[src/hw/rtl/qap_pkg.sv]
`timescale 1ns / 1ps
`default_nettype none
// shared constants, types and register codes of the quantized average pool
package qap_pkg;

    localparam int MAX_DIM     = 4096;
    localparam int MAX_FILTER  = 16;

    localparam int SAMPLE_W    = 8;
    localparam int COORD_W     = 12;
    localparam int TAP_W       = 4;
    localparam int STRIDE_W    = 5;
    localparam int PAD_W       = 4;
    localparam int FILT_W      = 5;
    localparam int DIM_W       = 13;
    localparam int CLAMP_W     = 16;
    localparam int AVG_W       = 8;
    localparam int SUM_W       = 16;

    localparam int PROD_W      = COORD_W + STRIDE_W;
    localparam int ORG_W       = PROD_W + 2;
    localparam int SPAN_W      = $clog2(MAX_FILTER) + 1;
    localparam int COUNT_W     = 2 * SPAN_W - 1;
    localparam int NUM_W       = SUM_W + 1;
    localparam int STEP_W      = $clog2(NUM_W);

    localparam int CFG_ADDR_W  = 3;
    localparam int CFG_DATA_W  = 16;

    localparam int QUEUE_DEPTH = 2;
    localparam int PTR_W       = $clog2(QUEUE_DEPTH);
    localparam int LVL_W       = $clog2(QUEUE_DEPTH + 1);

    typedef enum logic [CFG_ADDR_W-1:0] {
        REG_STRIDE        = 3'd0,
        REG_PAD_WIDTH     = 3'd1,
        REG_PAD_HEIGHT    = 3'd2,
        REG_FILTER_WIDTH  = 3'd3,
        REG_FILTER_HEIGHT = 3'd4,
        REG_IMAGE_WIDTH   = 3'd5,
        REG_IMAGE_HEIGHT  = 3'd6,
        REG_CLAMP_BOUNDS  = 3'd7
    } cfg_idx_t;

    typedef struct packed {
        logic [STRIDE_W-1:0] stride;
        logic [PAD_W-1:0]    pad_left;
        logic [PAD_W-1:0]    pad_top;
        logic [FILT_W-1:0]   win_width;
        logic [FILT_W-1:0]   win_height;
        logic [DIM_W-1:0]    image_width;
        logic [DIM_W-1:0]    image_height;
        logic [CLAMP_W-1:0]  clamp_bounds;
    } cfg_t;

    localparam cfg_t CFG_RESET = '{
        stride:        STRIDE_W'(1),
        pad_left:      PAD_W'(0),
        pad_top:       PAD_W'(0),
        win_width:     FILT_W'(1),
        win_height:    FILT_W'(1),
        image_width:   DIM_W'(MAX_DIM),
        image_height:  DIM_W'(MAX_DIM),
        clamp_bounds:  CLAMP_W'(16'hFF00)
    };

    typedef struct packed {
        logic [SUM_W-1:0]   sum;
        logic [COUNT_W-1:0] count;
    } win_t;

endpackage
`default_nettype wire

[src/hw/rtl/qap_front.sv]
`timescale 1ns / 1ps
`default_nettype none
// tap intake: window origin, in-image test, running sum and window tap count
module qap_front (
    input  wire logic                         aclk,
    input  wire logic                         aresetn,
    input  wire qap_pkg::cfg_t                cfg,
    input  wire logic                         s_valid,
    output logic                              s_ready,
    input  wire logic [qap_pkg::SAMPLE_W-1:0] s_sample,
    input  wire logic [qap_pkg::COORD_W-1:0]  s_out_x,
    input  wire logic [qap_pkg::COORD_W-1:0]  s_out_y,
    input  wire logic [qap_pkg::TAP_W-1:0]    s_tap_x,
    input  wire logic [qap_pkg::TAP_W-1:0]    s_tap_y,
    input  wire logic                         s_last_tap,
    input  wire logic                         q_full,
    output logic                              q_push,
    output qap_pkg::win_t                     q_data
);

    function automatic logic [qap_pkg::SPAN_W-1:0] span_count(
        input logic signed [qap_pkg::ORG_W-1:0] origin,
        input logic [qap_pkg::FILT_W-1:0]       filt,
        input logic [qap_pkg::DIM_W-1:0]        extent
    );
        logic signed [qap_pkg::ORG_W-1:0] start;
        logic signed [qap_pkg::ORG_W-1:0] stop;
        logic signed [qap_pkg::ORG_W-1:0] diff;
        start = origin[qap_pkg::ORG_W-1] ? -origin : '0;
        stop  = $signed(qap_pkg::ORG_W'(extent)) - origin;
        if ($signed(qap_pkg::ORG_W'(filt)) < stop) begin
            stop = $signed(qap_pkg::ORG_W'(filt));
        end
        diff = stop - start;
        return (stop > start) ? diff[qap_pkg::SPAN_W-1:0] : '0;
    endfunction

    logic                                adv;
    logic [qap_pkg::PROD_W-1:0]          prod_x;
    logic [qap_pkg::PROD_W-1:0]          prod_y;
    logic signed [qap_pkg::ORG_W-1:0]    org_x;
    logic signed [qap_pkg::ORG_W-1:0]    org_y;

    logic                                a_valid_reg;
    logic                                a_valid_next;
    logic [qap_pkg::SAMPLE_W-1:0]        a_sample_reg;
    logic signed [qap_pkg::ORG_W-1:0]    a_org_x_reg;
    logic signed [qap_pkg::ORG_W-1:0]    a_org_y_reg;
    logic [qap_pkg::TAP_W-1:0]           a_tap_x_reg;
    logic [qap_pkg::TAP_W-1:0]           a_tap_y_reg;
    logic                                a_last_reg;

    logic [qap_pkg::FILT_W-1:0]          fw;
    logic [qap_pkg::FILT_W-1:0]          fh;
    logic [qap_pkg::DIM_W-1:0]           iw;
    logic [qap_pkg::DIM_W-1:0]           ih;
    logic signed [qap_pkg::ORG_W-1:0]    px;
    logic signed [qap_pkg::ORG_W-1:0]    py;
    logic                                in_img;
    logic [qap_pkg::SUM_W-1:0]           sum_acc;

    logic [qap_pkg::SUM_W-1:0]           sum_reg;
    logic [qap_pkg::SUM_W-1:0]           sum_next;
    logic                                c_valid_reg;
    logic                                c_valid_next;
    logic [qap_pkg::SUM_W-1:0]           c_sum_reg;
    logic [qap_pkg::SPAN_W-1:0]          c_sx_reg;
    logic [qap_pkg::SPAN_W-1:0]          c_sy_reg;
    logic [qap_pkg::COUNT_W-1:0]         c_prod;

    // whole front moves together; it only waits on a full queue
    assign adv     = !c_valid_reg || !q_full;
    assign s_ready = adv;
    assign q_push  = c_valid_reg && adv;

    // window origin per axis
    assign prod_x = qap_pkg::PROD_W'(s_out_x) * qap_pkg::PROD_W'(cfg.stride);
    assign prod_y = qap_pkg::PROD_W'(s_out_y) * qap_pkg::PROD_W'(cfg.stride);
    assign org_x  = $signed(qap_pkg::ORG_W'(prod_x)) - $signed(qap_pkg::ORG_W'(cfg.pad_left));
    assign org_y  = $signed(qap_pkg::ORG_W'(prod_y)) - $signed(qap_pkg::ORG_W'(cfg.pad_top));

    // saturated geometry
    assign fw = (cfg.win_width > qap_pkg::FILT_W'(qap_pkg::MAX_FILTER))
              ? qap_pkg::FILT_W'(qap_pkg::MAX_FILTER) : cfg.win_width;
    assign fh = (cfg.win_height > qap_pkg::FILT_W'(qap_pkg::MAX_FILTER))
              ? qap_pkg::FILT_W'(qap_pkg::MAX_FILTER) : cfg.win_height;
    assign iw = (cfg.image_width > qap_pkg::DIM_W'(qap_pkg::MAX_DIM))
              ? qap_pkg::DIM_W'(qap_pkg::MAX_DIM) : cfg.image_width;
    assign ih = (cfg.image_height > qap_pkg::DIM_W'(qap_pkg::MAX_DIM))
              ? qap_pkg::DIM_W'(qap_pkg::MAX_DIM) : cfg.image_height;

    assign px = a_org_x_reg + $signed(qap_pkg::ORG_W'(a_tap_x_reg));
    assign py = a_org_y_reg + $signed(qap_pkg::ORG_W'(a_tap_y_reg));

    assign in_img = (qap_pkg::FILT_W'(a_tap_x_reg) < fw)
                 && (qap_pkg::FILT_W'(a_tap_y_reg) < fh)
                 && !px[qap_pkg::ORG_W-1] && (px < $signed(qap_pkg::ORG_W'(iw)))
                 && !py[qap_pkg::ORG_W-1] && (py < $signed(qap_pkg::ORG_W'(ih)));

    assign sum_acc = sum_reg + (in_img ? qap_pkg::SUM_W'(a_sample_reg) : '0);

    always_comb begin
        a_valid_next = adv ? s_valid : a_valid_reg;
        sum_next     = sum_reg;
        c_valid_next = c_valid_reg;
        if (adv) begin
            c_valid_next = 1'b0;
            if (a_valid_reg) begin
                sum_next = sum_acc;
                if (a_last_reg) begin
                    sum_next     = '0;
                    c_valid_next = 1'b1;
                end
            end
        end
    end

    always_ff @(posedge aclk) begin
        if (!aresetn) begin
            a_valid_reg <= 1'b0;
            sum_reg     <= '0;
            c_valid_reg <= 1'b0;
        end else begin
            a_valid_reg <= a_valid_next;
            sum_reg     <= sum_next;
            c_valid_reg <= c_valid_next;
        end
    end

    always_ff @(posedge aclk) begin
        if (adv) begin
            a_sample_reg <= s_sample;
            a_org_x_reg  <= org_x;
            a_org_y_reg  <= org_y;
            a_tap_x_reg  <= s_tap_x;
            a_tap_y_reg  <= s_tap_y;
            a_last_reg   <= s_last_tap;
        end
        if (adv && a_valid_reg && a_last_reg) begin
            c_sum_reg <= sum_acc;
            c_sx_reg  <= span_count(a_org_x_reg, fw, iw);
            c_sy_reg  <= span_count(a_org_y_reg, fh, ih);
        end
    end

    assign c_prod       = qap_pkg::COUNT_W'(c_sx_reg) * qap_pkg::COUNT_W'(c_sy_reg);
    assign q_data.sum   = c_sum_reg;
    assign q_data.count = c_prod;

endmodule
`default_nettype wire

[src/hw/rtl/qap_queue.sv]
`timescale 1ns / 1ps
`default_nettype none
// short window queue between the tap front and the divide back
module qap_queue (
    input  wire logic          aclk,
    input  wire logic          aresetn,
    input  wire logic          push,
    input  wire qap_pkg::win_t push_data,
    output logic               full,
    input  wire logic          pop,
    output logic               empty,
    output qap_pkg::win_t      pop_data
);

    qap_pkg::win_t              mem_reg [qap_pkg::QUEUE_DEPTH];
    logic [qap_pkg::PTR_W-1:0]  wr_ptr_reg;
    logic [qap_pkg::PTR_W-1:0]  wr_ptr_next;
    logic [qap_pkg::PTR_W-1:0]  rd_ptr_reg;
    logic [qap_pkg::PTR_W-1:0]  rd_ptr_next;
    logic [qap_pkg::LVL_W-1:0]  level_reg;
    logic [qap_pkg::LVL_W-1:0]  level_next;

    assign full     = level_reg == qap_pkg::LVL_W'(qap_pkg::QUEUE_DEPTH);
    assign empty    = level_reg == '0;
    assign pop_data = mem_reg[rd_ptr_reg];

    always_comb begin
        wr_ptr_next = wr_ptr_reg;
        rd_ptr_next = rd_ptr_reg;
        level_next  = level_reg;
        if (push) begin
            wr_ptr_next = (wr_ptr_reg == qap_pkg::PTR_W'(qap_pkg::QUEUE_DEPTH - 1))
                        ? '0 : wr_ptr_reg + qap_pkg::PTR_W'(1);
        end
        if (pop) begin
            rd_ptr_next = (rd_ptr_reg == qap_pkg::PTR_W'(qap_pkg::QUEUE_DEPTH - 1))
                        ? '0 : rd_ptr_reg + qap_pkg::PTR_W'(1);
        end
        if (push && !pop) begin
            level_next = level_reg + qap_pkg::LVL_W'(1);
        end else if (pop && !push) begin
            level_next = level_reg - qap_pkg::LVL_W'(1);
        end
    end

    always_ff @(posedge aclk) begin
        if (!aresetn) begin
            wr_ptr_reg <= '0;
            rd_ptr_reg <= '0;
            level_reg  <= '0;
        end else begin
            wr_ptr_reg <= wr_ptr_next;
            rd_ptr_reg <= rd_ptr_next;
            level_reg  <= level_next;
        end
    end

    always_ff @(posedge aclk) begin
        if (push) begin
            mem_reg[wr_ptr_reg] <= push_data;
        end
    end

    a_no_overflow: assert property (@(posedge aclk) disable iff (!aresetn)
        push |-> !full)
        else $error("window queue written while full");

    a_no_underflow: assert property (@(posedge aclk) disable iff (!aresetn)
        pop |-> !empty)
        else $error("window queue read while empty");

endmodule
`default_nettype wire

[src/hw/rtl/qap_back.sv]
`timescale 1ns / 1ps
`default_nettype none
// window divide, saturate, clamp and result register
module qap_back (
    input  wire logic                         aclk,
    input  wire logic                         aresetn,
    input  wire logic                         q_empty,
    output logic                              q_pop,
    input  wire qap_pkg::win_t                q_data,
    input  wire logic [qap_pkg::CLAMP_W-1:0]  clamp_bounds,
    output logic                              m_valid,
    input  wire logic                         m_ready,
    output logic [qap_pkg::AVG_W-1:0]         m_average,
    output logic [qap_pkg::COUNT_W-1:0]       m_tap_count
);

    typedef enum logic [2:0] {
        ST_IDLE = 3'b001,
        ST_DIV  = 3'b010,
        ST_HOLD = 3'b100
    } back_state_t;

    back_state_t                  state_reg;
    back_state_t                  state_next;
    logic [qap_pkg::NUM_W-1:0]    num_reg;
    logic [qap_pkg::NUM_W-1:0]    num_next;
    logic [qap_pkg::COUNT_W-1:0]  rem_reg;
    logic [qap_pkg::COUNT_W-1:0]  rem_next;
    logic [qap_pkg::COUNT_W-1:0]  den_reg;
    logic [qap_pkg::COUNT_W-1:0]  den_next;
    logic [qap_pkg::STEP_W-1:0]   step_reg;
    logic [qap_pkg::STEP_W-1:0]   step_next;
    logic                         out_valid_reg;
    logic                         out_valid_next;
    logic [qap_pkg::AVG_W-1:0]    out_avg_reg;
    logic [qap_pkg::COUNT_W-1:0]  out_count_reg;

    logic [qap_pkg::COUNT_W:0]    trial;
    logic [qap_pkg::COUNT_W:0]    trial_diff;
    logic                         take;
    logic [qap_pkg::AVG_W-1:0]    sat;
    logic [qap_pkg::AVG_W-1:0]    lo;
    logic [qap_pkg::AVG_W-1:0]    hi;
    logic [qap_pkg::AVG_W-1:0]    above_lo;
    logic [qap_pkg::AVG_W-1:0]    result;
    logic                         out_free;
    logic                         out_load;

    // one restoring quotient bit per cycle
    assign trial      = {rem_reg, num_reg[qap_pkg::NUM_W-1]};
    assign take       = trial >= {1'b0, den_reg};
    assign trial_diff = trial - {1'b0, den_reg};

    // empty window divides to zero
    assign sat = (den_reg == '0) ? '0
               : (num_reg > qap_pkg::NUM_W'({qap_pkg::AVG_W{1'b1}})) ? '1
               : num_reg[qap_pkg::AVG_W-1:0];
    assign lo       = clamp_bounds[qap_pkg::AVG_W-1:0];
    assign hi       = clamp_bounds[qap_pkg::CLAMP_W-1:qap_pkg::AVG_W];
    assign above_lo = (sat < lo) ? lo : sat;
    assign result   = (above_lo > hi) ? hi : above_lo;

    assign out_free = !out_valid_reg || m_ready;

    always_comb begin
        state_next = state_reg;
        num_next   = num_reg;
        rem_next   = rem_reg;
        den_next   = den_reg;
        step_next  = step_reg;
        q_pop      = 1'b0;
        out_load   = 1'b0;
        case (state_reg)
            ST_IDLE: begin
                if (!q_empty) begin
                    q_pop      = 1'b1;
                    num_next   = qap_pkg::NUM_W'(q_data.sum)
                               + qap_pkg::NUM_W'(q_data.count >> 1);
                    den_next   = q_data.count;
                    rem_next   = '0;
                    step_next  = qap_pkg::STEP_W'(qap_pkg::NUM_W - 1);
                    state_next = ST_DIV;
                end
            end
            ST_DIV: begin
                num_next  = {num_reg[qap_pkg::NUM_W-2:0], take};
                rem_next  = take ? trial_diff[qap_pkg::COUNT_W-1:0]
                                 : trial[qap_pkg::COUNT_W-1:0];
                step_next = step_reg - qap_pkg::STEP_W'(1);
                if (step_reg == '0) begin
                    state_next = ST_HOLD;
                end
            end
            ST_HOLD: begin
                if (out_free) begin
                    out_load   = 1'b1;
                    state_next = ST_IDLE;
                end
            end
            default: begin
                state_next = ST_IDLE;
            end
        endcase
        out_valid_next = out_load || (out_valid_reg && !m_ready);
    end

    always_ff @(posedge aclk) begin
        if (!aresetn) begin
            state_reg     <= ST_IDLE;
            out_valid_reg <= 1'b0;
        end else begin
            state_reg     <= state_next;
            out_valid_reg <= out_valid_next;
        end
    end

    always_ff @(posedge aclk) begin
        num_reg  <= num_next;
        rem_reg  <= rem_next;
        den_reg  <= den_next;
        step_reg <= step_next;
        if (out_load) begin
            out_avg_reg   <= result;
            out_count_reg <= den_reg;
        end
    end

    assign m_valid     = out_valid_reg;
    assign m_average   = out_avg_reg;
    assign m_tap_count = out_count_reg;

    a_hold_delivers: assert property (@(posedge aclk) disable iff (!aresetn)
        (state_reg == ST_HOLD && out_free) |=> out_valid_reg)
        else $error("finished window did not reach the result register");

    a_pop_starts_div: assert property (@(posedge aclk) disable iff (!aresetn)
        q_pop |=> (state_reg == ST_DIV
                   && step_reg == qap_pkg::STEP_W'(qap_pkg::NUM_W - 1)))
        else $error("window taken without starting a full divide");

    a_count_range: assert property (@(posedge aclk) disable iff (!aresetn)
        out_valid_reg |->
            out_count_reg <= qap_pkg::COUNT_W'(qap_pkg::MAX_FILTER * qap_pkg::MAX_FILTER))
        else $error("tap count beyond the largest window");

endmodule
`default_nettype wire

[src/hw/rtl/quantized_average_pool_core.sv]
`timescale 1ns / 1ps
`default_nettype none
// Average pool over one 8-bit channel, fed one window tap per item. The front
// end takes a tap every cycle except while it waits on a full queue, and keeps
// the running window sum; on the last tap of a window the sum and the in-image
// tap count go into a two-entry queue. The back end turns each window into a
// result with a 17-step restoring divider: it loads a window from the queue,
// runs the steps and moves the result into the result register before the
// next. Long windows stream at one tap per cycle; short ones are paced by the
// divider once the queue is full. Configuration registers sit in this module.
module quantized_average_pool_core (
    input  wire logic                             aclk,
    input  wire logic                             aresetn,
    input  wire logic                             cfg_we,
    input  wire logic [qap_pkg::CFG_ADDR_W-1:0]   cfg_addr,
    input  wire logic [qap_pkg::CFG_DATA_W-1:0]   cfg_wdata,
    input  wire logic                             s_valid,
    output logic                                  s_ready,
    input  wire logic [qap_pkg::SAMPLE_W-1:0]     s_sample,
    input  wire logic [qap_pkg::COORD_W-1:0]      s_out_x,
    input  wire logic [qap_pkg::COORD_W-1:0]      s_out_y,
    input  wire logic [qap_pkg::TAP_W-1:0]        s_tap_x,
    input  wire logic [qap_pkg::TAP_W-1:0]        s_tap_y,
    input  wire logic                             s_last_tap,
    output logic                                  m_valid,
    input  wire logic                             m_ready,
    output logic [qap_pkg::AVG_W-1:0]             m_average,
    output logic [qap_pkg::COUNT_W-1:0]           m_tap_count
);

    qap_pkg::cfg_t  cfg_reg;
    qap_pkg::cfg_t  cfg_next;
    logic           q_push;
    logic           q_full;
    logic           q_pop;
    logic           q_empty;
    qap_pkg::win_t  q_wr_data;
    qap_pkg::win_t  q_rd_data;

    always_comb begin
        cfg_next = cfg_reg;
        if (cfg_we) begin
            case (qap_pkg::cfg_idx_t'(cfg_addr))
                qap_pkg::REG_STRIDE:
                    cfg_next.stride = cfg_wdata[qap_pkg::STRIDE_W-1:0];
                qap_pkg::REG_PAD_WIDTH:
                    cfg_next.pad_left = cfg_wdata[qap_pkg::PAD_W-1:0];
                qap_pkg::REG_PAD_HEIGHT:
                    cfg_next.pad_top = cfg_wdata[qap_pkg::PAD_W-1:0];
                qap_pkg::REG_FILTER_WIDTH:
                    cfg_next.win_width = cfg_wdata[qap_pkg::FILT_W-1:0];
                qap_pkg::REG_FILTER_HEIGHT:
                    cfg_next.win_height = cfg_wdata[qap_pkg::FILT_W-1:0];
                qap_pkg::REG_IMAGE_WIDTH:
                    cfg_next.image_width = cfg_wdata[qap_pkg::DIM_W-1:0];
                qap_pkg::REG_IMAGE_HEIGHT:
                    cfg_next.image_height = cfg_wdata[qap_pkg::DIM_W-1:0];
                qap_pkg::REG_CLAMP_BOUNDS:
                    cfg_next.clamp_bounds = cfg_wdata[qap_pkg::CLAMP_W-1:0];
                default: begin
                    cfg_next = cfg_reg;
                end
            endcase
        end
    end

    always_ff @(posedge aclk) begin
        if (!aresetn) begin
            cfg_reg <= qap_pkg::CFG_RESET;
        end else begin
            cfg_reg <= cfg_next;
        end
    end

    qap_front u_front (
        .aclk       (aclk),
        .aresetn    (aresetn),
        .cfg        (cfg_reg),
        .s_valid    (s_valid),
        .s_ready    (s_ready),
        .s_sample   (s_sample),
        .s_out_x    (s_out_x),
        .s_out_y    (s_out_y),
        .s_tap_x    (s_tap_x),
        .s_tap_y    (s_tap_y),
        .s_last_tap (s_last_tap),
        .q_full     (q_full),
        .q_push     (q_push),
        .q_data     (q_wr_data)
    );

    qap_queue u_queue (
        .aclk      (aclk),
        .aresetn   (aresetn),
        .push      (q_push),
        .push_data (q_wr_data),
        .full      (q_full),
        .pop       (q_pop),
        .empty     (q_empty),
        .pop_data  (q_rd_data)
    );

    qap_back u_back (
        .aclk         (aclk),
        .aresetn      (aresetn),
        .q_empty      (q_empty),
        .q_pop        (q_pop),
        .q_data       (q_rd_data),
        .clamp_bounds (cfg_reg.clamp_bounds),
        .m_valid      (m_valid),
        .m_ready      (m_ready),
        .m_average    (m_average),
        .m_tap_count  (m_tap_count)
    );

endmodule
`default_nettype wire

[config.mk]
export PLATFORM = sky130hd
export DESIGN_NAME = quantized_average_pool_core
export DESIGN_NICKNAME = d
export VERILOG_FILES = /design/src/hw/rtl/qap_pkg.sv /design/src/hw/rtl/qap_front.sv /design/src/hw/rtl/qap_queue.sv /design/src/hw/rtl/qap_back.sv /design/src/hw/rtl/quantized_average_pool_core.sv
export SDC_FILE = /design/constraint.sdc
export NUM_CORES = 1
export LEC_CHECK = 0
export BUFFER_PORTS_ARGS = -buffer_cell sky130_fd_sc_hd__buf_2
export CAP_MARGIN = 5
export CORE_MARGIN = 5
export CORE_UTILIZATION = 45
export DETAILED_ROUTE_END_ITERATION = 6
export HOLD_SLACK_MARGIN = 0.02
export SKIP_LAST_GASP = 1
export SLEW_MARGIN = 15
export SYNTH_ARGS = -nofsm -noshare
export SYNTH_HDL_FRONTEND = slang
export SYNTH_SLANG_ARGS = --single-unit
export TNS_END_PERCENT = 5
[constraint.sdc]
create_clock -name aclk -period 5.4 [get_ports aclk]
set_clock_uncertainty 0.2 [all_clocks]
set_input_delay 1.08 -clock aclk [delete_from_list [all_inputs] [get_ports aclk]]
set_output_delay 1.08 -clock aclk [all_outputs]
set_load 0.01 [all_outputs]
======== Word-level counts from Yosys, hierarchy flattened ========
Memory sizes are Yosys's and may differ from the RTL's. A register that Yosys moved wholly into a read port is not among the register bits.
Cells that the tools add are included.
word-level totals
  RAM bits ................................ 50
  memories ................................ 1
  output and inout port bits .............. 19
  bits in registers ....................... 229
cells by class
  reduce and logical (&&, ||, !) cells .... 40
  muxes and demuxes ....................... 41
  add/sub/neg operators ................... 18
  multiply operators ...................... 3
  magnitude comparators ................... 16
  bitwise operators ....................... 1
  eq/ne operators ......................... 14
memories
  memory           depth  width  rd ports  clocked after Yosys merged registers in  write ports  line             text
  u_queue.mem_reg  2      25     1         1                                        1            qap_queue.sv:15  qap_pkg::win_t mem_reg [qap_pkg::QUEUE_DEPTH];
operators by type and width
  operator              number
  $mux 19               6
  $mux 8                5
  $add 19x5->19         2
  $gt 19x19->1          2
  $lt 19x14->1          2
  $lt 6x19->1           2
  $neg 19->19           2
  $sub 14x19->19        2
  $sub 17x4->18         2
  $mul 12x5->17         2
  $pmux 17 s2           1
  $gt 13x13->1 const B  2
  $mux 13               2
  $reduce_and 2->1      11
  $mux 9                2
  $pmux 9 s2            1
  $add 16x8->17         1
  $gt 17x8->1 const B   1
  $mux 17               1
  $add 16x16->16        1
  $mux 16               1
  $eq 3x3->1 const B    5
  $mux 5                3
  $mux 1                12
  31 further kinds      62

======== Depth between registers and ports, before layout ========
Gate-level depths: netlist of the first run.
  word-level depth ........................ 11
  gate-level depth with buffers ........... 29

======== Cells and area by module ========
From an unflattened synthesis of the first run, not the netlist that was laid out.
unflattened totals
  cells, all modules ...................... 2353
  area, all modules ....................... 22382.7 µm²
modules (own cells, without submodules)
  module                       times used  seq. area each (µm²)  area an instance (µm²)  cells an instance
  qap_front                    1           2732.6                13849.5                 1636
  qap_back                     1           1791.7                3988.8                  371
  quantized_average_pool_core  1           1301.2                2522.4                  246
  qap_queue                    1           1601.5                2021.9                  100

======== Least setup slack after synthesis of the first run ========
OpenSTA, ideal clock, no wires.
  path type ............................... flip-flop to flip-flop
  from .................................... reg cfg_reg[28] (netlist name)
  to ...................................... reg u_front.c_sy_reg[3] (netlist name) (data pin)
  path slack .............................. -0.421 ns
  arrival ................................. 5.366 ns
  setup time .............................. 0.255 ns
  cell stages (with the launch flop) ...... 25
  period minus slack after synthesis ...... 5.821 ns
  cells stage by stage .................... dfxtp_1 inv_1 buf_1 nand2_1 inv_1 ha_1 or3_4 a311o_1 a221o_1 a21oi_2 xor2_1 or4b_1 a2111o_1 ha_1 clkbuf_1 o21ai_0 ha_1 nor2b_1 o21ai_0 a21oi_1 o21bai_1 a211oi_1 o41ai_1 a21oi_1 and3b_1
between the ends
  word-level cells in the longest chain between the ends .. 7
  elaborated cells between the ends (all ways) .. 8
  those cells by class .................... 2 x add/sub; 3 x order compare; 3 x mux
RTL lines
  item                                                line                               text
  start: declaration                                  quantized_average_pool_core.sv:31  qap_pkg::cfg_t cfg_reg;
  start signal: assignment                            quantized_average_pool_core.sv:69  cfg_reg <= qap_pkg::CFG_RESET;
  start signal: assignment                            quantized_average_pool_core.sv:71  cfg_reg <= cfg_next;
  $gt 13x13->1                                        qap_front.sv:89                    assign ih = (cfg.image_height > qap_pkg::DIM_W'(qap_pkg::MAX_DIM))
  $mux 13 *                                           qap_front.sv:90                    ? qap_pkg::DIM_W'(qap_pkg::MAX_DIM) : cfg.image_height;
  $sub 14x19->19 *                                    qap_front.sv:30                    stop = $signed(qap_pkg::ORG_W'(extent)) - origin;
  $lt 6x19->1                                         qap_front.sv:31                    if ($signed(qap_pkg::ORG_W'(filt)) < stop) begin
  $mux 19 *                                           qap_front.sv:31
  $mux 19 *                                           qap_front.sv:139                   if (adv && a_valid_reg && a_last_reg) begin
  $gt 19x19->1 / $sub 5x5->5 (equally long branches)  qap_front.sv:35, qap_front.sv:34
  end signal: assignment                              qap_front.sv:142                   c_sy_reg <= span_count(a_org_y_reg, fh, ih);
  end: declaration                                    qap_front.sv:68                    logic [qap_pkg::SPAN_W-1:0] c_sy_reg;
Every way passes the cells marked *; elsewhere a longest branch is shown, timed or not. The select of a mux whose other input is x is not followed.
A chain may end at the register's enable or synchronous reset.

======== Worst setup path after layout of the first run ========
  from .................................... reg u_front.a_org_y_reg[1] (netlist name)
  to ...................................... reg u_front.c_sy_reg[3] (netlist name) (data pin)
between the ends
  word-level cells in the longest chain between the ends .. 5
  elaborated cells between the ends (all ways) .. 8
  those cells by class .................... 3 x add/sub; 2 x order compare; 3 x mux
RTL lines
  item                                                line                              text
  start: declaration                                  qap_front.sv:48                   logic signed [qap_pkg::ORG_W-1:0] a_org_y_reg;
  start signal: assignment                            qap_front.sv:134                  a_org_y_reg <= org_y;
  $sub 14x19->19                                      qap_front.sv:30
  $lt 6x19->1                                         qap_front.sv:31
  $mux 19                                             qap_front.sv:31
  $mux 19                                             qap_front.sv:139
  $gt 19x19->1 / $sub 5x5->5 (equally long branches)  qap_front.sv:35, qap_front.sv:34
Several ways; a longest one is shown, not always the timed one. The select of a mux whose other input is x is not followed.

==> flow_metrics.py, run 1 <==
metrics = {
    "power_and_ir_drop": {
        "power_w": 0.0107,
        "p_sw_w": 0.00408,
        "clkPwrFrac_pct": 21.6,
        "p_leak_nw": 11.4,
        "ir_drop_mv": 0.201,
        "swShare_pct": 38.1,
        "seqPwrFrac_pct": 28.8,
        "power_density_nw_per_um2": 411,
        "cellInternalPower_w": 0.00664,
        "power_frac_comb_pct": 49.7,
    },
    "timing": {
        "final_hold_viol_count": 0,
        "post-route-period-util_pct": 104,
        "hold-worst-slack_ps": 249,
        "maxSlewViolCount": 0,
        "fin_ws_ps": -229,
        "rsz0062_at_grt": "yes",
        "finalSetupViolations": 14,
        "fin_crit_ps": 5630,
        "clock.fmax_mhz": 178,
        "relSlewSlack_pct": 29.5,
        "worstMarginPinSlew_ps": 1050,
    },
    "routing": {
        "drt-initial-drc-count": 868,
        "viasPerCell": 5.29,
        "wl_met3_um": 2330,
        "highest_layer": "met5",
        "dr.pass1.iters": 5,
        "wire_per_inst_um": 16.7,
        "drc": 0,
        "met2_length_um": 24900,
        "drt-met1-wl_um": 25900,
        "wl_um": 54300,
        "drtAntennaViolNets": 0,
        "vias": 17264,
    },
    "synth": {
        "synthFlopType": "edfxtp_1",
        "synth_top_area_cell": "edfxtp_1",
        "synth_warnings": 0,
        "ys_ff_latch": 278,
        "synth_edf_count": 186,
        "netlist_area_um2": 21900,
        "yosysTopAreaCellShare_pct": 25.5,
        "synthTopCellsByArea": "edfxtp_1 26%, ha_1 14%, dfxtp_1 8.4%",
        "avgSynthCellArea_um2": 9.35,
        "syn-instance-count": 2341,
        "yosysSeqAreaShare_pct": 33.9,
        "ys_types": 71,
        "synthArstFlopShare_pct": 0,
        "synth.most_common_cell": "nand2_1",
        "synth_common_cells": "315 x nand2_1, 247 x ha_1, 238 x inv_1, 186 x edfxtp_1, 136 x nor2_1",
    },
    "cells_and_area": {
        "nets": 3017,
        "fin_util_pct": 54.5,
        "syn_to_final_growth_pct": 19.2,
        "drive_gt1_share_pct": 18.5,
        "fillers": 4325,
        "largest_reg_flops": 65,
        "fin_area_um2": 26100,
    },
    "clocking": {
        "clkSinkCount": 278,
        "htree_num_levels": 2,
        "tritoncts": "built",
        "clockBufferDepth": 3,
        "cts.clk_slew.worst_paths_ps": 60,
        "clk-insertion-delay-late_ps": 560,
        "cts_root_buffer": "clkbuf_16",
        "numCtsBuffers": 34,
    },
    "run_status": {
        "violations": "negative setup slack",
        "outcome": "complete, but fails checks",
    },
    "worst_hold_path": {
        "hold_class": "reg2reg",
    },
    "critical_path": {
        "cpMostUsedCell": "ha_4",
        "critPathLaunchType": "register",
        "crit_fanout": 5,
        "path_class": "reg2reg",
        "slowest_delay_ps": 480,
        "path_cells": "buf_6 > inv_4 > ha_4 > nor2b_1 > o21a_1 > a311o_1 > a221o_1 > a21oi_2 > xor2_1 > or4b_4 > a2111o_1 > ha_4 > buf_12 > buf_4 > buf_4 > nor2_2 > ha_4 > a21o_1 > a21oi_2 > a211oi_1 > o41ai_1 > a21oi_1 > and3b_1",
        "cp-end-kind": "register",
        "crit_slowest_cell": "or4b_4",
        "arrival_ps": 5730,
        "critPathRequiredTime_ps": 5500,
    },
    "floorplanning": {
        "rows": 80,
        "fp.dieW_um": 231,
        "initial_utilization_pct": 45.7,
        "coreArea_um2": 47900,
        "pin_count": 84,
        "die_height_um": 231,
        "die-area_um2": 53200,
    },
    "grt": {
        "grt_usage_pct": 20.2,
        "grt_overflow": 0,
        "grt_pass1_vias": 17437,
        "grt_first_pass_wirelength_um": 88400,
        "antenna_found_initial": 2,
        "grt_max_degree": 67,
    },
    "placed_design": {
        "dp_hpwl_um": 42700,
        "gp_congestion": 0.943,
        "io_buffers": 83,
        "placed_cell_area_um2": 24500,
    },
    "run": {
        "maxCapViolCount": 0,
    },
}
==> per-layer routing <==
metal	vias to the layer above	track usage (%)
li1	8637	-
met5	-	0
met1	8236	27.6
met3	80	3.31
met2	309	33.8
met4	2	4.99
==> layout make-up <==
class,instances,area [um^2],area share [%]
sequential,278,7430,28.4
clock inverter,18,194,0.743
clock buffer,44,961,3.68
multi-input combinational,1753,13700,52.3
timing repair buffer,315,2200,8.41
inverter,238,898,3.44
antenna,1,2.50,0.00958
tap,615,769,2.95
==> cells by family after synthesis <==
logic type / synth area share [%]
adder cells (fa/ha/maj): 21.9
XOR/XNOR: 5.72
other: 0.0171
flip-flops: 33.9
AND/OR/NAND/NOR: 17.9
AO/OA/AOI/OAI: 11.7
multiplexers: 3.53
buffers and inverters: 5.34
==> path summary, 6_finish.rpt <==
check	cells after the start	startpoint	endpoint	slack, ps
worst min-delay path	0	u_front.c_sum_reg[4]$_DFFE_PP_	u_queue.mem_reg[1][13]$_DFFE_PP_	250
worst max-delay path	23	u_front.a_org_y_reg[1]$_DFFE_PN_	u_front.c_sy_reg[3]$_SDFFCE_PP0P_	-230
worst max register to register	23	u_front.a_org_y_reg[1]$_DFFE_PN_	u_front.c_sy_reg[3]$_SDFFCE_PP0P_	-230
worst min register to register	0	u_front.c_sum_reg[4]$_DFFE_PP_	u_queue.mem_reg[1][13]$_DFFE_PP_	250
==> stage by stage <==
| step | std cells | TNS [ps] | setup slack (ps) |
|---|---|---|---|
| finish | 3262 | -1940 | -229 |
| global route | 3262 | -9980 | -464 |
| CTS | 3247 | -2910 | -174 |
| detailed placement | 3182 | -4990 | -277 |
| global placement | 3182 | -2920 | -221 |
| floorplan | 2342 | -75.5 | -44.2 |
==> power groups by stage <==
| stage | logic [W] | clock network (W) | registers, W |
|---|---|---|---|
| 6_report | 0.00532 | 0.00231 | 0.00308 |
| 2_1_floorplan | 0.00344 | 0 | 0.00300 |
| 4_1_cts | 0.00514 | 0.00237 | 0.00308 |
| 5_1_grt | 0.00597 | 0.00247 | 0.00313 |
| 3_3_place_gp | 0.00498 | 0 | 0.00311 |
| 3_5_place_dp | 0.00505 | 0 | 0.00312 |
==> repair_timing <==
action,CTS,global route
pin swaps,7,42
setup endpoints to repair,29,35
hold buffers,0,0
resized for setup,11,78
cloned,0,0
buffers inserted,3,14
==> critical path: cells and delay by family, from the launching register on <==
family | cells | cell delay, ps
adders and majority gates | 3 | 670
DFF | 1 | 460
xor gates and xnor gates | 1 | 180
AOI/OAI and AO/OA | 10 | 2280
and+or+nand+nor | 4 | 960
buffers and inverters | 5 | 630
==> layout by cell type (no fill, tap or decap), drive strengths merged, types with 15 or more instances in the layout <==
cell,n
nand2,315
buf,315
ha,247
inv,243
edfxtp,186
nor2,136
xnor2,110
a21oi,100
dfxtp,92
fa,85
o21ai,75
and2,68
nor2b,59
a21boi,45
nand3,44
clkbuf,44
nor3,40
mux2i,40
a21o,37
mux2,33
xor2,33
nand4,30
nand2b,26
o21a,23
or3,20
nor4,18
o211ai,17
a211oi,16
and3,15
Note: power is estimated with default switching activity, not from simulation.
==> inputs of run 2 (changes only) <==
Settings changed: RECOVER_POWER set to 25.
==> run 2 against run 1 <==
Compared with the run above: the flow still finishes with violations (negative setup slack); sequential cell count is the same; via count up 0.12%; clock power barely moved; register-to-register slack gained 20 ps; critical path type unchanged; first-iteration DRC count is 2.0% lower; global-route usage did not move; setup slack improved by 23 ps; die area did not move; clock-buffer cell count did not move; sequential power hardly changed.
==> flow_metrics.py, run 2 (synthesis results as in run 1) <==
metrics = {
    "cells_and_area": {
        "final_cell_mix": "313 x nand2_1, 236 x ha_1, 234 x inv_1, 221 x buf_4, 186 x edfxtp_1",
        "largest_reg_flops": 65,
        "syn_to_final_growth_pct": 19.2,
        "fillers": 4332,
        "drive_gt1_share_pct": 18.1,
        "final_common_cell": "nand2_1",
        "nets": 3017,
    },
    "critical_path": {
        "critPathLaunchType": "register",
        "cp-end-kind": "register",
        "critPathRequiredTime_ps": 5500,
        "arrival_ps": 5700,
        "rrSetupSlack_ps": -210,
        "crit_fanout": 5,
        "path_class": "reg2reg",
    },
    "placed_design": {
        "io_buffers": 83,
        "dp_hpwl_um": 42700,
        "gp_congestion": 0.943,
    },
    "clocking": {
        "numCtsBuffers": 34,
        "clockBufferDepth": 3,
        "clkSinkCount": 278,
        "htree_num_levels": 2,
        "cts.clk_slew.worst_paths_ps": 60,
        "clk-insertion-delay-late_ps": 560,
        "cts_root_buffer": "clkbuf_16",
        "tritoncts": "built",
    },
    "timing": {
        "maxSlewViolCount": 0,
        "rsz0062_at_grt": "yes",
        "clock.fmax_mhz": 178,
        "final_hold_viol_count": 0,
        "hold-worst-slack_ps": 247,
        "worstMarginPinSlew_ps": 1490,
        "relSlewSlack_pct": 0.568,
        "finalSetupViolations": 14,
        "post-route-period-util_pct": 104,
        "fin_crit_ps": 5610,
        "fin_ws_ps": -206,
    },
    "floorplanning": {
        "fp.dieW_um": 231,
        "pin_count": 84,
        "die_height_um": 231,
        "coreArea_um2": 47900,
        "rows": 80,
        "die-area_um2": 53200,
        "initial_utilization_pct": 45.7,
    },
    "power_and_ir_drop": {
        "power_w": 0.0107,
        "p_leak_nw": 11.4,
        "power_density_nw_per_um2": 411,
        "ir_drop_mv": 0.202,
    },
    "run_status": {
        "outcome": "complete, but fails checks",
        "violations": "negative setup slack",
    },
    "routing": {
        "wl_um": 54300,
        "wire_per_inst_um": 16.6,
        "vias": 17285,
        "viasPerCell": 5.30,
        "dr.pass1.iters": 5,
        "drc": 0,
        "drtAntennaViolNets": 0,
        "drt-initial-drc-count": 851,
    },
    "grt": {
        "antenna_found_initial": 2,
        "grt_overflow": 0,
        "grt_first_pass_wirelength_um": 88400,
        "grt_usage_pct": 20.2,
        "grt_max_degree": 67,
        "grt_pass1_vias": 17437,
    },
    "run": {
        "maxCapViolCount": 0,
    },
    "worst_hold_path": {
        "hold_class": "reg2reg",
    },
}
## run 2: cell count changes in the layout (fill, tap and decap cells not counted)
cell | before | now
buf_2 | 83 | 82
mux2_2 | 33 | 30
and2_1 | 65 | 62
clkbuf_1 | 5 | 11
buf_4 | 226 | 221
mux2_1 | 0 | 3
and2_0 | 0 | 3
## run 2: stage by stage
step	instance area (um^2)	setup slack (ps)	TNS, ps	utilization [%]	std cells
3_5_place_dp	24500	-277	-4990	51.0	3182
4_1_cts	25700	-174	-2910	53.6	3247
5_1_grt	26100	-464	-9980	54.4	3262
6_report	26100	-206	-1790	54.4	3262
3_3_place_gp	24500	-221	-2920	51.0	3182
2_1_floorplan	21900	-44.2	-75.5	-	2342
## run 2: what timing repair did
action | in CTS | in global routing
setup buffers | 3 | 14
pin swaps | 7 | 42
endpoints found under the setup margin | 29 | 35
hold endpoints to repair | 0 | 0
gates resized for setup | 11 | 78
hold buffers | 0 | 0
## run 2: worst max-delay path, stage by stage (launching register included)
cell and delay [ps]:
edfxtp_1 460, buf_6 160, inv_4 60, ha_4 190, nor2b_1 120, o21a_1 200
a311o_1 310, a221o_1 330, a21oi_2 140, xor2_1 180, or4b_4 480, a2111o_1 400
ha_4 260, buf_12 140, buf_4 130, buf_4 130, nor2_2 150, ha_4 220
a21o_1 160, a21oi_2 140, a211oi_1 90, o41ai_1 340, a21oi_1 170, and3b_1 200
## run 2: final timing paths
check	startpoint	to	cells past startpoint
max	u_front.a_org_y_reg[1]$_DFFE_PN_	u_front.c_sy_reg[3]$_SDFFCE_PP0P_	23
min	u_front.c_sum_reg[10]$_DFFE_PP_	u_queue.mem_reg[0][19]$_DFFE_PP_	0
max reg2reg	u_front.a_org_y_reg[1]$_DFFE_PN_	u_front.c_sy_reg[3]$_SDFFCE_PP0P_	23
min reg2reg	u_front.c_sum_reg[10]$_DFFE_PP_	u_queue.mem_reg[0][19]$_DFFE_PP_	0
## run 2: where the power goes
part / switching, W / leakage, nW / internal (W)
logic: 0.00283 / 8.29 / 0.00250
registers: 0.000289 / 2.53 / 0.00280
clock network: 0.000971 / 0.556 / 0.00134
## run 2: cell type report
type                    instances  area [um^2]  area share (%)
clock inverters                18          194           0.743
diodes                          1         2.50         0.00959
inverters                     238          898            3.44
repair buffers                315         2180            8.34
clock buffers                  44          961            3.68
flip-flops and latches        278         7430            28.5
well taps                     615          769            2.95
multi-input cells            1753        13700            52.4
## run 2: per-layer routing
layer	track usage [%]	share of wire (%)	wire length, um
met5	0	0.013	7
met4	4.99	2.3	1230
met3	3.31	4.1	2240
met2	33.8	46	24800
met1	27.6	48	26000
==> inputs of run 3 (changes only) <==
--- a/config.mk
+++ b/config.mk
@@ -9,3 +9,3 @@
 export CAP_MARGIN = 5
-export CORE_MARGIN = 5
+export CORE_MARGIN = 3
 export CORE_UTILIZATION = 45
@@ -14,3 +14,2 @@
 export RECOVER_POWER = 25
-export SKIP_LAST_GASP = 1
 export SLEW_MARGIN = 15
==> constraint.sdc (replaced) <==
create_clock -name aclk -period 5.4 [get_ports aclk]
set_clock_uncertainty 0.2 [all_clocks]
set_input_delay 0 -clock aclk [delete_from_list [all_inputs] [get_ports aclk]]
set_output_delay 0 -clock aclk [all_outputs]
set_load 0.01 [all_outputs]
==> run 3 against run 2 <==
Compared with the run above: the run ends with max-capacitance violations, max-slew violations, negative setup slack left; non-clock buffer count is 103 higher; final area is 4.9% higher; die area is 3.4% lower; routed wire length is 3.4% higher; sequential power hardly changed; first-iteration DRC count is 24% higher; critical path depth stayed put; sequential share of layout area is 1.3 points lower; largest power group unchanged; clock-buffer cell count is 2 lower; critical path type unchanged; clock power is 10% higher.
==> flow_metrics.py, run 3 (synthesis results as in run 1) <==
metrics = {
    "run_status": {
        "outcome": "complete, but fails checks",
        "violations": "max-capacitance violations, max-slew violations, negative setup slack",
    },
    "clocking": {
        "clk-insertion-delay-late_ps": 560,
        "clkSinkCount": 278,
        "clockBufferDepth": 3,
        "htree_num_levels": 2,
        "numCtsBuffers": 34,
        "cts_root_buffer": "clkbuf_16",
        "cts.clk_slew.worst_paths_ps": 60,
        "tritoncts": "built",
    },
    "worst_hold_path": {
        "hold_class": "in2reg",
        "holdPathStages": 5,
    },
    "floorplanning": {
        "coreArea_um2": 47900,
        "initial_utilization_pct": 45.7,
        "rows": 80,
        "pin_count": 84,
        "die-area_um2": 51300,
        "fp.dieW_um": 227,
        "die_height_um": 227,
    },
    "placed_design": {
        "placed_cell_area_um2": 24500,
        "gp_congestion": 0.925,
        "dp_hpwl_um": 42500,
        "io_buffers": 83,
    },
    "timing": {
        "maxSlewViolCount": 36,
        "fin_crit_ps": 5490,
        "finalSetupViolations": 5,
        "final_hold_viol_count": 0,
        "post-route-period-util_pct": 102,
        "worstMarginPinSlew_ps": 1540,
        "fin_ws_ps": -89.5,
        "rsz0062_at_grt": "yes",
        "clock.fmax_mhz": 182,
        "relSlewSlack_pct": -2.78,
    },
    "routing": {
        "drt-initial-drc-count": 1058,
        "vias": 17899,
        "wl_um": 56100,
        "drtAntennaViolNets": 0,
        "dr.pass1.iters": 7,
        "wire_per_inst_um": 16.7,
        "drc": 0,
        "viasPerCell": 5.32,
    },
    "grt": {
        "grt_pass1_vias": 17955,
        "grt_usage_pct": 22.1,
        "grt_first_pass_wirelength_um": 91000,
        "grt_overflow": 0,
        "antenna_found_initial": 1,
        "grt_max_degree": 96,
    },
    "cells_and_area": {
        "fin_area_um2": 27400,
        "final_cell_mix": "306 x nand2_1, 246 x buf_4, 232 x inv_1, 230 x ha_1, 186 x edfxtp_1",
        "regArea_um2": 7430,
        "syn_to_final_growth_pct": 24.9,
        "largest_reg_flops": 65,
        "final_common_cell": "nand2_1",
        "diodes": 0,
        "drive_gt1_share_pct": 19.2,
        "fillers": 4212,
        "multi_input_area_um2": 13900,
        "fin_util_pct": 57.1,
        "nets": 3120,
    },
    "critical_path": {
        "critPathLaunchType": "register",
        "critPathRequiredTime_ps": 5490,
        "r2r_cells": 23,
        "arrival_ps": 5580,
        "crit_fanout": 7,
        "path_class": "reg2reg",
        "cp-end-kind": "register",
    },
    "run": {
        "maxCapViolCount": 1,
    },
    "power_and_ir_drop": {
        "power_density_nw_per_um2": 410,
        "p_leak_nw": 11.8,
        "ir_drop_mv": 0.211,
    },
}
[run 3: changes by cell type in the layout (fill, tap and decap cells not counted), moves of 5 or more]
cell	change
buf_4	+25
nor4_1	-5
a21oi_1	-5
bufinv_16	+7
nor4_2	+5
nand2_2	+9
clkbuf_1	+17
ha_1	-6
buf_2	-20
nand2_1	-7
dlygate4sd3_1	+78
[run 3: routing by layer]
metal	vias up	routed length, um	global-route usage [%]
li1	8865	-	-
met4	0	1670	7.33
met2	378	26000	36.8
met5	-	0	0
met1	8555	25900	29.8
met3	101	2510	2.86
[run 3: timing repair]
| action | in CTS | in global routing |
|---|---|---|
| buffers inserted | 20 | 20 |
| hold buffers | 78 | 0 |
| endpoints found under the hold margin | 111 | 0 |
| endpoints found under the setup margin | 29 | 36 |
| gates resized for setup | 72 | 72 |
| pin swaps | 34 | 64 |
[run 3: layout make-up]
class	count	area share (%)
inverters	238	3.29
clock inverters	20	1.30
clock buffers	42	3.33
flip-flops and latches	278	27.2
well taps	615	2.81
repair buffers	418	11.5
multi-input cells	1753	50.7
[run 3: critical path, cell delays in order (launching register included)]
cell and delay [ps]:
dfxtp_2 370, inv_6 60, nand2_2 70, inv_1 40
ha_2 160, or3_4 380, a311o_1 360, a221o_1 340
a21oi_2 140, xor2_1 210, or4b_4 500, a2111o_1 400
ha_4 270, buf_4 140, o21ai_4 170, ha_4 230
nor2b_2 150, o21ai_2 150, a21oi_2 80, o21bai_1 150
a211oi_2 90, o41ai_2 250, a21oi_2 130, and3b_1 170
[run 3: through the flow]
step / setup WS [ps] / power, W / TNS [ps] / hold slack, ps / instances
2_1_floorplan: -44.2 / 0.00644 / -75.5 / -101 / 2342
3_3_place_gp: -400 / 0.00810 / -4480 / -22.9 / 3186
3_5_place_dp: -465 / 0.00820 / -6610 / -21.8 / 3186
4_1_cts: -165 / 0.0111 / -848 / 43.0 / 3345
5_1_grt: -315 / 0.0120 / -5690 / 95.6 / 3364
6_report: -89.5 / 0.0112 / -350 / 71.0 / 3364
[run 3: path summary, 6_finish.rpt]
kind / end / slack (ps) / from
hold reg to reg: u_back.m_tap_count[7]$_DFFE_PP_ / 250 / u_back.den_reg[7]$_DFFE_PP_
setup reg to reg: u_front.c_sy_reg[3]$_SDFFCE_PP0P_ / -90 / cfg_reg[28]$_SDFFE_PN1P_
hold / removal: u_front.a_org_y_reg[2]$_DFFE_PN_ / 70 / s_out_y[1]
setup / recovery: u_front.c_sy_reg[3]$_SDFFCE_PP0P_ / -90 / cfg_reg[28]$_SDFFE_PN1P_
[run 3: power by group]
group	internal (W)	leakage (nW)	switching, W
sequential	0.00280	2.52	0.000307
clock	0.00160	0.610	0.000948
combinational	0.00265	8.67	0.00291
